==> src/hdl/sxkz_pkg.sv <==
// Shared types, letter codes and classification functions for the Kazakh Soundex coder.
`default_nettype none

package sxkz_pkg;

  localparam int unsigned LetterW = 11;
  localparam int unsigned ClassW  = 4;
  localparam int unsigned CodeW   = 24;
  localparam int unsigned FieldDigits = 8;

  localparam logic [LetterW-1:0] CpDeUp  = 11'h414;
  localparam logic [LetterW-1:0] CpZheLo = 11'h436;
  localparam logic [LetterW-1:0] CpZheUp = 11'h416;
  localparam logic [LetterW-1:0] CpLowA  = 11'h430;

  localparam logic [ClassW-1:0] NoClass  = 4'd8;
  localparam logic [ClassW-1:0] ClassDe  = 4'd3;
  localparam logic [ClassW-1:0] ClassVow = 4'd0;

  // configuration register indexes
  localparam logic CfgCodeLength = 1'b0;
  localparam logic CfgDzhEnable  = 1'b1;

  localparam logic [ClassW-1:0] BasicClass [32] = '{
    4'd0, 4'd1, 4'd1, 4'd4, 4'd3, 4'd0, 4'd2, 4'd2,
    4'd0, 4'd0, 4'd4, 4'd7, 4'd5, 4'd5, 4'd0, 4'd1,
    4'd6, 4'd2, 4'd3, 4'd0, 4'd1, 4'd4, 4'd2, 4'd2,
    4'd2, 4'd2, 4'd0, 4'd0, 4'd0, 4'd0, 4'd0, 4'd0
  };

  // classified word passed from front to back
  typedef struct packed {
    logic [LetterW-1:0] letter;
    logic               last;
    logic [ClassW-1:0]  cls;       // class of the letter as it stands
    logic [ClassW-1:0]  head_cls;  // class of its lowercase form
    logic               is_de_up;
    logic               is_zhe_lo;
  } cls_item_t;

  typedef struct packed {
    logic [LetterW-1:0] head;
    logic [CodeW-1:0]   digits;
  } out_item_t;

  function automatic logic [ClassW-1:0] class_of(input logic [LetterW-1:0] c);
    logic [LetterW-1:0] off;
    logic [ClassW-1:0]  k;
    off = c - CpLowA;
    if (c >= 11'h430 && c <= 11'h44F) begin
      k = BasicClass[off[4:0]];
    end else begin
      unique case (c)
        11'h451, 11'h456, 11'h4D9, 11'h4E9, 11'h4B1, 11'h4AF: k = 4'd0;
        11'h49B, 11'h493, 11'h4BB:                           k = 4'd4;
        11'h4A3:                                             k = 4'd5;
        default:                                             k = NoClass;
      endcase
    end
    return k;
  endfunction

  function automatic logic [LetterW-1:0] lower_of(input logic [LetterW-1:0] c);
    logic [LetterW-1:0] l;
    if (c >= 11'h410 && c <= 11'h42F) begin
      l = c + 11'h020;
    end else if (c >= 11'h400 && c <= 11'h40F) begin
      l = c + 11'h050;
    end else if (c >= 11'h460 && c <= 11'h4FF && !c[0]) begin
      l = c + 11'h001;
    end else begin
      l = c;
    end
    return l;
  endfunction

endpackage

`default_nettype wire

==> src/hdl/soundex_code_kazakh_cyrillic_unit.sv <==
// Top level of the Kazakh Cyrillic Soundex coder: config registers, front, queues, back.
`default_nettype none

// Channel   | Handshake              | Word
// ----------+------------------------+--------------------------------------------
// letters   | push / full            | letter_i[10:0], last_letter_i
// results   | empty / pop            | head_letter_o[10:0], code_digits_o[23:0]
// config    | cfg_we_i (no stall)    | cfg_idx_i (0 code_length, 1 dzh rule), cfg_data_i[3:0]
//
// One letter a cycle sustained while the result queue has room; run collapse and digit
// packing in the back end are combinational. A last letter is coded by the back end as it
// leaves the letter queue; its result is pushed into the result queue and popped from there.
// Reset (rst_ni low, async) empties both queues, clears word state and loads
// code_length 5 and dzh rule on. A full result queue stalls the back end; the
// letter queue then fills and raises full. No clearing pass is needed.

module soundex_code_kazakh_cyrillic_unit
  import sxkz_pkg::*;
#(
  parameter int unsigned MAX_CODE_DIGITS = 8
) (
  input  wire logic               clk_i,
  input  wire logic               rst_ni,
  // letter words
  input  wire logic               push,
  output logic                    full,
  input  wire logic [LetterW-1:0] letter_i,
  input  wire logic               last_letter_i,
  // result words
  output logic                    empty,
  input  wire logic               pop,
  output logic      [LetterW-1:0] head_letter_o,
  output logic      [CodeW-1:0]   code_digits_o,
  // configuration
  input  wire logic               cfg_we_i,
  input  wire logic               cfg_idx_i,
  input  wire logic [3:0]         cfg_data_i
);

  logic [3:0] code_length_q;
  logic       dzh_en_q;

  always_ff @(posedge clk_i or negedge rst_ni) begin
    if (!rst_ni) begin
      code_length_q <= 4'd5;
      dzh_en_q      <= 1'b1;
    end else if (cfg_we_i) begin
      unique case (cfg_idx_i)
        CfgCodeLength: code_length_q <= cfg_data_i;
        CfgDzhEnable:  dzh_en_q      <= cfg_data_i[0];
        default:       ;
      endcase
    end
  end

  cls_item_t front_item, back_item;
  logic      mid_empty, mid_pop;
  out_item_t res_in, res_out;
  logic      res_full, res_push;

  // front: classify and queue
  sxkz_front u_front (
    .letter_i (letter_i),
    .last_i   (last_letter_i),
    .item_o   (front_item)
  );

  sxkz_fifo #(
    .Width ($bits(cls_item_t))
  ) u_mid_q (
    .clk_i   (clk_i),
    .rst_ni  (rst_ni),
    .push_i  (push),
    .data_i  (front_item),
    .full_o  (full),
    .pop_i   (mid_pop),
    .data_o  (back_item),
    .empty_o (mid_empty)
  );

  // back: coding state and result assembly
  sxkz_back #(
    .MaxCodeDigits (MAX_CODE_DIGITS)
  ) u_back (
    .clk_i         (clk_i),
    .rst_ni        (rst_ni),
    .code_length_i (code_length_q),
    .dzh_en_i      (dzh_en_q),
    .item_i        (back_item),
    .item_empty_i  (mid_empty),
    .item_pop_o    (mid_pop),
    .out_full_i    (res_full),
    .out_push_o    (res_push),
    .out_o         (res_in)
  );

  // result queue parts the back end from the consumer
  sxkz_fifo #(
    .Width ($bits(out_item_t))
  ) u_res_q (
    .clk_i   (clk_i),
    .rst_ni  (rst_ni),
    .push_i  (res_push),
    .data_i  (res_in),
    .full_o  (res_full),
    .pop_i   (pop),
    .data_o  (res_out),
    .empty_o (empty)
  );

  assign head_letter_o = res_out.head;
  assign code_digits_o = res_out.digits;

endmodule

`default_nettype wire

==> src/hdl/sxkz_fifo.sv <==
// Two-entry word queue with registered storage.
`default_nettype none

module sxkz_fifo #(
  parameter int unsigned Width = 8
) (
  input  wire logic             clk_i,
  input  wire logic             rst_ni,
  input  wire logic             push_i,
  input  wire logic [Width-1:0] data_i,
  output logic                  full_o,
  input  wire logic             pop_i,
  output logic      [Width-1:0] data_o,
  output logic                  empty_o
);

  logic [Width-1:0] mem_q [2];
  logic             wr_q, wr_d, rd_q, rd_d;
  logic [1:0]       cnt_q, cnt_d;
  logic             do_push, do_pop;

  assign full_o  = (cnt_q == 2'd2);
  assign empty_o = (cnt_q == 2'd0);
  assign do_push = push_i && !full_o;
  assign do_pop  = pop_i && !empty_o;
  assign data_o  = mem_q[rd_q];

  always_comb begin
    wr_d  = do_push ? ~wr_q : wr_q;
    rd_d  = do_pop ? ~rd_q : rd_q;
    cnt_d = cnt_q + {1'b0, do_push} - {1'b0, do_pop};
  end

  always_ff @(posedge clk_i or negedge rst_ni) begin
    if (!rst_ni) begin
      wr_q  <= 1'b0;
      rd_q  <= 1'b0;
      cnt_q <= 2'd0;
    end else begin
      wr_q  <= wr_d;
      rd_q  <= rd_d;
      cnt_q <= cnt_d;
    end
  end

  always_ff @(posedge clk_i) begin
    if (do_push) begin
      mem_q[wr_q] <= data_i;
    end
  end

endmodule

`default_nettype wire

==> src/hdl/sxkz_front.sv <==
// Front end: classifies each incoming letter for the coding back end.
`default_nettype none

module sxkz_front
  import sxkz_pkg::*;
(
  input  wire logic [LetterW-1:0] letter_i,
  input  wire logic               last_i,
  output cls_item_t               item_o
);

  always_comb begin
    item_o.letter    = letter_i;
    item_o.last      = last_i;
    item_o.cls       = class_of(letter_i);
    item_o.head_cls  = class_of(lower_of(letter_i));
    item_o.is_de_up  = (letter_i == CpDeUp);
    item_o.is_zhe_lo = (letter_i == CpZheLo);
  end

endmodule

`default_nettype wire

==> src/hdl/sxkz_back.sv <==
// Back end: head tracking, run collapse, digit packing and result assembly.
`default_nettype none

module sxkz_back
  import sxkz_pkg::*;
#(
  parameter int unsigned MaxCodeDigits = 8
) (
  input  wire logic        clk_i,
  input  wire logic        rst_ni,
  input  wire logic [3:0]  code_length_i,
  input  wire logic        dzh_en_i,
  input  wire cls_item_t   item_i,
  input  wire logic        item_empty_i,
  output logic             item_pop_o,
  input  wire logic        out_full_i,
  output logic             out_push_o,
  output out_item_t        out_o
);

  // digits past the kept limit can never reach the output
  localparam int unsigned Keep = (MaxCodeDigits < FieldDigits) ? MaxCodeDigits : FieldDigits;
  localparam int unsigned CntW = $clog2(Keep + 1);
  localparam int unsigned BufW = 3 * Keep;

  logic               in_word_q, in_word_d;
  logic               pending_q, pending_d;
  logic [LetterW-1:0] head_q, head_d;
  logic [ClassW-1:0]  last_cls_q, last_cls_d;
  logic [BufW-1:0]    buf_q, buf_d;
  logic [CntW-1:0]    cnt_q, cnt_d;

  logic               take;
  logic               add;
  logic               hold;
  logic [ClassW-1:0]  seed;
  logic [BufW-1:0]    buf_w;
  logic [CntW-1:0]    cnt_w;
  logic [ClassW-1:0]  cls_w;
  logic [3:0]         len;
  logic [CodeW-1:0]   buf_ext;
  logic [CodeW-1:0]   digits;

  assign take       = !item_empty_i && !out_full_i;
  assign item_pop_o = take;
  assign out_push_o = take && item_i.last;

  always_comb begin
    hold       = 1'b0;
    add        = 1'b1;
    seed       = last_cls_q;
    buf_w      = buf_q;
    cnt_w      = cnt_q;
    head_d     = head_q;
    pending_d  = pending_q;
    in_word_d  = in_word_q;
    if (!in_word_q) begin
      buf_w = '0;
      cnt_w = '0;
      if (pending_q) begin
        pending_d = 1'b0;
        in_word_d = 1'b1;
        if (item_i.is_zhe_lo) begin
          head_d = CpZheLo;
          seed   = item_i.head_cls;
          add    = 1'b0;
        end else begin
          head_d = CpDeUp;
          seed   = ClassDe;
        end
      end else if (dzh_en_i && item_i.is_de_up && !item_i.last) begin
        hold      = 1'b1;
        pending_d = 1'b1;
        add       = 1'b0;
      end else begin
        in_word_d = 1'b1;
        head_d    = item_i.letter;
        seed      = item_i.head_cls;
        add       = 1'b0;
      end
    end

    cls_w = seed;
    if (add && item_i.cls != NoClass && item_i.cls != seed) begin
      cls_w = item_i.cls;
      if (item_i.cls != ClassVow && cnt_w < CntW'(Keep)) begin
        for (int j = 0; j < Keep; j++) begin
          if (cnt_w == CntW'(j)) begin
            buf_w[3*j +: 3] = item_i.cls[2:0];
          end
        end
        cnt_w = cnt_w + CntW'(1);
      end
    end

    last_cls_d = hold ? last_cls_q : cls_w;
    buf_d      = buf_w;
    cnt_d      = cnt_w;
    if (item_i.last) begin
      in_word_d  = 1'b0;
      pending_d  = 1'b0;
      head_d     = '0;
      last_cls_d = NoClass;
      buf_d      = '0;
      cnt_d      = '0;
    end
  end

  // result assembly, clamping the digit count to the kept range
  always_comb begin
    if (code_length_i == 4'd0) begin
      len = 4'd1;
    end else if (code_length_i > 4'(Keep)) begin
      len = 4'(Keep);
    end else begin
      len = code_length_i;
    end
    buf_ext = CodeW'(buf_w);
    digits  = '0;
    for (int j = 0; j < FieldDigits; j++) begin
      if (4'(j) < len) begin
        digits[3*j +: 3] = buf_ext[3*j +: 3];
      end
    end
    out_o.digits = digits;
    if (!in_word_q && !pending_q) begin
      out_o.head = (item_i.letter == CpZheLo) ? CpZheUp : item_i.letter;
    end else if (!in_word_q) begin
      out_o.head = item_i.is_zhe_lo ? CpZheUp : CpDeUp;
    end else begin
      out_o.head = (head_q == CpZheLo) ? CpZheUp : head_q;
    end
  end

  always_ff @(posedge clk_i or negedge rst_ni) begin
    if (!rst_ni) begin
      in_word_q  <= 1'b0;
      pending_q  <= 1'b0;
      head_q     <= '0;
      last_cls_q <= NoClass;
      buf_q      <= '0;
      cnt_q      <= '0;
    end else if (take) begin
      in_word_q  <= in_word_d;
      pending_q  <= pending_d;
      head_q     <= head_d;
      last_cls_q <= last_cls_d;
      buf_q      <= buf_d;
      cnt_q      <= cnt_d;
    end
  end

endmodule

`default_nettype wire

==> config.mk <==
export PLATFORM = sky130hd
export DESIGN_NAME = soundex_code_kazakh_cyrillic_unit
export DESIGN_NICKNAME = d
export VERILOG_FILES = /design/src/hdl/sxkz_pkg.sv /design/src/hdl/soundex_code_kazakh_cyrillic_unit.sv /design/src/hdl/sxkz_fifo.sv /design/src/hdl/sxkz_front.sv /design/src/hdl/sxkz_back.sv
export SDC_FILE = /design/constraint.sdc
export NUM_CORES = 1
export LEC_CHECK = 0
export BUFFER_PORTS_ARGS = -buffer_cell sky130_fd_sc_hd__clkbuf_2
export CORE_MARGIN = 2
export CORE_UTILIZATION = 56
export DETAILED_ROUTE_END_ITERATION = 6
export GPL_ROUTABILITY_DRIVEN = 0
export HOLD_SLACK_MARGIN = 0.02
export PLACE_DENSITY = 0.87
export SYNTH_ARGS = -nofsm -noshare
export SYNTH_HDL_FRONTEND = slang
export SYNTH_HIERARCHICAL = 1
export SYNTH_SLANG_ARGS = --single-unit
==> constraint.sdc <==
create_clock -name clk_i -period 3.5 [get_ports clk_i]
set_clock_uncertainty 0.2 [all_clocks]
set_input_delay 0.35 -clock clk_i [delete_from_list [all_inputs] [get_ports clk_i]]
set_output_delay 0.35 -clock clk_i [all_outputs]
set_load 0.03 [all_outputs]
## After elaboration in Yosys (flattened, before gate mapping)

Memory sizes are Yosys's and may differ from the RTL's.
Index checks and enable logic that the tools add are counted.

- Memories kept: 4
- Flip-flop bits (word level): 58
- ROM bits: 256
- Memory bits (writable): 114

Memory list:

| name | words | bits a word | read ports | clocked after memory_dff | write ports | RTL line | text |
|---|---|---|---|---|---|---|---|
| (no name shown) | 32 | 4 | 1 | 0 | 0 | sxkz_pkg.sv:51 | `k = BasicClass[off[4:0]];` |
| (no name shown) | 32 | 4 | 1 | 0 | 0 | sxkz_pkg.sv:51 |  |
| u_res_q.mem_q | 2 | 35 | 1 | 0 | 1 | sxkz_fifo.sv:17 | `logic [Width-1:0] mem_q [2];` |
| u_mid_q.mem_q | 2 | 22 | 1 | 0 | 1 | sxkz_fifo.sv:17 |  |

- Bitwise operators: 7
- $add $sub $neg: 10
- Magnitude comparators: 22
- Equal/unequal tests: 38
- Mux-type cells: 70
- Reduce and logical (&&, ||, !) cells: 40

Operators with widths:

| kind | number |
|---|---|
| == test 11 bit, second input constant | 24 |
| two-way mux 11 bit | 11 |
| two-way mux 24 bit | 4 |
| two-way mux 4 bit | 19 |
| greater-or-equal comparator 11 bit, second input constant | 5 |
| less-or-equal comparator 11 bit, second input constant | 5 |
| two-way mux 3 bit | 16 |
| one-hot mux 4 bit (3 select lines) | 2 |
| logical AND 1 bit | 18 |
| == test 4 x 3 -> 1 bit, second input constant | 4 |
| less-than comparator 3 x 4 -> 1 bit, first input constant | 4 |
| two-way mux 1 bit | 16 |
| greater-or-equal comparator 6 bit, second input constant | 2 |
| NOT 5 -> 6 bit | 2 |
| OR reduction 6 bit | 2 |
| adder 11 x 1 -> 11 bit, second input constant | 1 |
| adder 11 x 6 -> 11 bit, second input constant | 1 |
| adder 11 x 7 -> 11 bit, second input constant | 1 |
| subtractor 5 bit, second input constant | 2 |
| == test 4 x 2 -> 1 bit, second input constant | 2 |
| zero test 1 bit | 8 |
| zero test 4 bit | 2 |
| less-than comparator 1 x 4 -> 1 bit, first input constant | 2 |
| less-than comparator 2 x 4 -> 1 bit, first input constant | 2 |
| other kinds (19) | 32 |

## Depth between registers and ports, before layout

- Depth after elaboration: 12
- Gate-level depth with buffers: 17
- Depth with buffers taken out: 15

## Modules after synthesis

The synthesis kept the hierarchy.

By module, submodules not included:

| module | area an instance (sq um) | cells each | times used | sequential area each (sq um) |
|---|---|---|---|---|
| sxkz_back | 3086.7 | 377 | 1 | 1127.3 |
| sxkz_fifo (u_res_q) | 2876.5 | 127 | 1 | 2202.1 |
| sxkz_fifo (u_mid_q) | 1791.7 | 86 | 1 | 1421.4 |
| sxkz_front | 1674.1 | 232 | 1 | 0.0 |
| soundex_code_kazakh_cyrillic_unit | 206.4 | 12 | 1 | 128.9 |

## Worst setup path after synthesis

Ideal clock, no wire load.

- Kind: in2reg
- From: in letter_i[4]
- To: mem u_mid_q/mem_q[0][5] in the netlist's numbering (data pin)
- Stages: 16
- Library setup time: 0.275 ns
- Slack: -0.379 ns
- Arrival time: 3.404 ns
- Path through: clkbuf_1 -> clkinv_1 -> ha_1 -> nand4_1 -> a31oi_2 -> o21a_4 -> buf_6 -> nor3_1 -> o21ai_0 -> inv_1 -> ha_1 -> inv_1 -> a2111oi_2 -> nor3_1 -> a2111oi_1 -> nor4_1

RTL lines:

| what | RTL line | text |
|---|---|---|
| start: declaration | soundex_code_kazakh_cyrillic_unit.sv:27 | `input wire logic [LetterW-1:0] letter_i,` |
| end: declaration | sxkz_fifo.sv:17 |  |

==> impl_metrics.yaml <==
worst_setup_path:
  cpPeakStageDelay_ns: 0.55
  critPathRequiredTime_ns: 3.62
  critPathKind: "reg -> reg"
  worstPathArrival_ns: 3.46
  rr_worst_depth: 9
  rr_endpoint: "u_back/buf_q[10]"
  critical_path.cell_chain: "mux2_2 > and4bb_4 > nor2_4 > o311ai_1 > a2111oi_4 > buf_4 > nor3_2 > o21ai_1 > a22o_1"
  worst-r2r-setup-slack_ns: 0.15
  rr_startpoint: "u_mid_q/rd_q"
  worst_path_maximum_fanout: 7
  cp_slowest_cell: "sky130_fd_sc_hd__o311ai_1"
  setup.worst_path.end_class: "register"
  path_delay_family: "compound AO/OA/AOI/OAI gates"
  worstSetupStartpointType: "register"
  crit_buf_inv: 1
global_route:
  grt_antenna_before_repair: 0
  grt_max_degree: 35
  globalRouteOverflowTotal: 0
  grt_pass1_wl_microns: 33870
  grt_pass1_vias: 6894
  global_route.usage.total: 0.2367
pwr:
  netSwitchingFraction: 0.3997
  max-vdd-ir-drop_uv: 533.9
  cellPowerDensity_mw_per_mm2: 797.9
  proportion_of_power_drawn_by_combinational_gates: 0.432
  sequentialPowerShare: 0.354
  net_switching_w: 0.003512
  static-leakage-power_nw: 4.345
  p_int_w: 0.005274
  clkPwrFrac: 0.214
timing:
  drv_slew: 0
  timing.final.setup_violations: 0
  timing.max_slew.rel_slack: 0.09811
  worstMarginPinSlew_ns: 1.344
  rsz_0062_raised_after_global_routing: "false"
  minimum_clock_period_ns: 3.346
  final_hold_viol_count: 0
  final.setup.worst_slack_ns: 0.1545
  max_clock_freq_mhz: 298.9
  final_min_period_over_clock_period: 0.9559
synth:
  post_synth_inst_count: 834
  most_frequently_used_flop_master_after_synthesis: "sky130_fd_sc_hd__edfxtp_1"
  yosys_warning_total: 6
  synth_cell_type_count: 94
  number_of_flops_mapped_to_enable_cells_by_yosys: 114
  synth-async-reset-ratio: 0.3372
  yosysSeqAreaShare: 0.5064
  syn_nets: 889
  netlist_area_sq_mm: 0.009635
  post_synth.cell_area_avg_sq_um: 11.55
  synth_seq_cells: 172
clock_network:
  clock_tree_from_tritoncts: "built"
  path_clk_slew_ns: 0.07
  cts_max_path_bufs: 2
  clkSinkCount: 172
  cts-buffers-inserted: 17
  cts-root-buf: "sky130_fd_sc_hd__clkbuf_16"
  cts_setup_buffers: 0
  htreeDepth: 4
  clock_insertion_delay_worst_skew_ns: 0.44
floorplanning:
  fp.coreArea_sq_mm: 0.01670
  placementRows: 47
  die_width_microns: 135.2
  die_area_sq_mm: 0.01827
  floorplan.die.height_microns: 135.2
  initial_core_util: 0.5769
  top_level_ports: 59
placement:
  detailedPlacementHpwl_microns: 14340
  post-place-ws_ns: -0.1141
  port-buffer-count: 58
cells_and_area:
  layout.cells.most_common: "sky130_fd_sc_hd__edfxtp_1"
  antenna_cells: 0
  layout-drive-gt1-share: 0.2756
  post-route-util: 0.6593
  mostFrequentLayoutCells: "114 x sky130_fd_sc_hd__edfxtp_1, 96 x sky130_fd_sc_hd__nand2_1, 58 x sky130_fd_sc_hd__clkbuf_2, 54 x sky130_fd_sc_hd__buf_4, 53 x sky130_fd_sc_hd__dfrtp_1"
  synthToLayoutAreaGrowth_pct: 14.27
  layout.nets: 971
min_path:
  holdCritStartpoint: "cfg_we_i"
  hold-path-cell-count: 3
  timing.hold.worst.class: "in -> reg"
  hold_path_end: "dzh_en_q"
route:
  drc: 0
  initial_drt_markers: 576
  drtAntennaViolNets: 0
  detail_route.wl_per_cell_microns: 18.18
  finalWirelength_microns: 20890
  via_total_after_detailed_routing: 7162
  avgViaCountPerCell: 6.233
  detail_route.first_pass.iterations: 5
run_status:
  run_status: "complete, no violations"
flow_run:
  cap_violations: 0
## repair_timing
item                       CTS  global route
hold endpoints to repair    43             0
hold buffers                 8             0
resized for setup            1             4
pin swaps                    0             1
setup endpoints to repair    8            16
## metrics by stage
step                hold slack (ns)  cells  power, W  instance area, sq um  setup TNS [ns]
finish                      0.05506   1149  0.008786                 11010               0
global placement             0.2657   1109  0.006706                 10300               0
global route                0.06685   1149  0.009238                 11010               0
detailed placement           0.2879   1109  0.006834                 10300          -1.244
floorplan                   -0.1456    834  0.005923                  9657               0
CTS                         0.04397   1149  0.008754                 10990               0
## flip-flops by register name, indices dropped and copies added (netlist names), 2 cells and up
register and count:
u_back/cnt_q 4, u_mid_q/cnt_q 2, code_length_q 4, u_back/buf_q 24, u_res_q/cnt_q 2, u_back/last_cls_q 4
u_res_q/mem_q 70, u_back/head_q 11, u_mid_q/mem_q 44
## how the worst max path moves through the flow
stage / start / to / slack (ns) / cells after the start
finish: u_mid_q/rd_q / u_back/buf_q[10] / 0.15 / 9
global route: letter_i[5] / u_mid_q/mem_q[0][5] / 0.002 / 16
CTS: u_mid_q/rd_q / u_res_q/mem_q[1][4] / 0.12 / 9
detailed placement: letter_i[9] / u_mid_q/mem_q[0][5] / -0.11 / 13
global placement: letter_i[9] / u_mid_q/mem_q[0][2] / 0.01 / 13
floorplan: letter_i[4] / u_mid_q/mem_q[0][5] / 0.03 / 16
## worst register-to-register path, delay by kind of cell (launching register included)
kind	cells	cell delay, ns
AOI/OAI and AO/OA	4	1.11
buffers and inverters	1	0.22
DFF	1	0.43
muxes	1	0.37
and+or+nand+nor	3	0.91
## layout make-up
type	instances	area, sq um
Fill cell	1192	5690
Inverter	28	106.4
Tap cell	220	275.3
Sequential cell	172	4881
Clock buffer	17	425.4
Clock inverter	15	173.9
Timing Repair Buffer	122	815.8
Multi-Input combinational cell	575	4333
## cell families after synthesis
kind of cell,after synthesis,share of synthesized area
XOR/XNOR,14,0.01428
AND/OR/NAND/NOR,272,0.1522
adder cells (fa/ha/maj),33,0.04285
buffers and inverters,87,0.04882
multiplexers,72,0.09505
AO/OA/AOI/OAI,184,0.1404
flip-flops,172,0.5064
## synth_stat cells, types with 8 or more instances
library cell	count	area share
sky130_fd_sc_hd__nor3_1	18	0.0093
sky130_fd_sc_hd__mux2i_1	8	0.0083
sky130_fd_sc_hd__buf_4	13	0.010
sky130_fd_sc_hd__clkbuf_1	27	0.011
sky130_fd_sc_hd__nor2_1	33	0.013
sky130_fd_sc_hd__nand3_1	27	0.014
sky130_fd_sc_hd__mux2_2	33	0.039
sky130_fd_sc_hd__dfrtp_1	54	0.14
sky130_fd_sc_hd__xnor2_1	9	0.0082
sky130_fd_sc_hd__mux2_4	30	0.047
sky130_fd_sc_hd__nand4_1	11	0.0071
sky130_fd_sc_hd__a21oi_1	31	0.016
sky130_fd_sc_hd__and2_1	9	0.0058
sky130_fd_sc_hd__edfxtp_1	114	0.36
sky130_fd_sc_hd__a221o_1	10	0.010
sky130_fd_sc_hd__ha_1	33	0.043
sky130_fd_sc_hd__nand2b_1	10	0.0065
sky130_fd_sc_hd__inv_1	25	0.0097
sky130_fd_sc_hd__o21ai_0	39	0.020
sky130_fd_sc_hd__nand2_1	96	0.037
sky130_fd_sc_hd__a22o_1	21	0.019
sky130_fd_sc_hd__and3_1	8	0.0052
sky130_fd_sc_hd__a31oi_1	8	0.0052
sky130_fd_sc_hd__nor3b_1	11	0.0086
## power by group through the flow
stage | Combinational [W] | Clock (W) | Sequential, W
floorplan | 0.00291 | 0 | 0.00301
global placement | 0.00359 | 0 | 0.00311
detailed placement | 0.00369 | 0 | 0.00314
CTS | 0.00374 | 0.00191 | 0.00311
global route | 0.00408 | 0.00201 | 0.00315
finish | 0.00380 | 0.00188 | 0.00311
## metal layers
| metal | wire (microns) | vias up | GRT usage |
|---|---|---|---|
| met5 | 0 | - | 0 |
| met1 | 8151 | 3425 | 0.2880 |
| met3 | 1482 | 84 | 0.04078 |
| met2 | 10430 | 367 | 0.4052 |
| li1 | - | 3286 | - |
| met4 | 829 | 0 | 0.1250 |
Power figures use the tool's default switching activity.
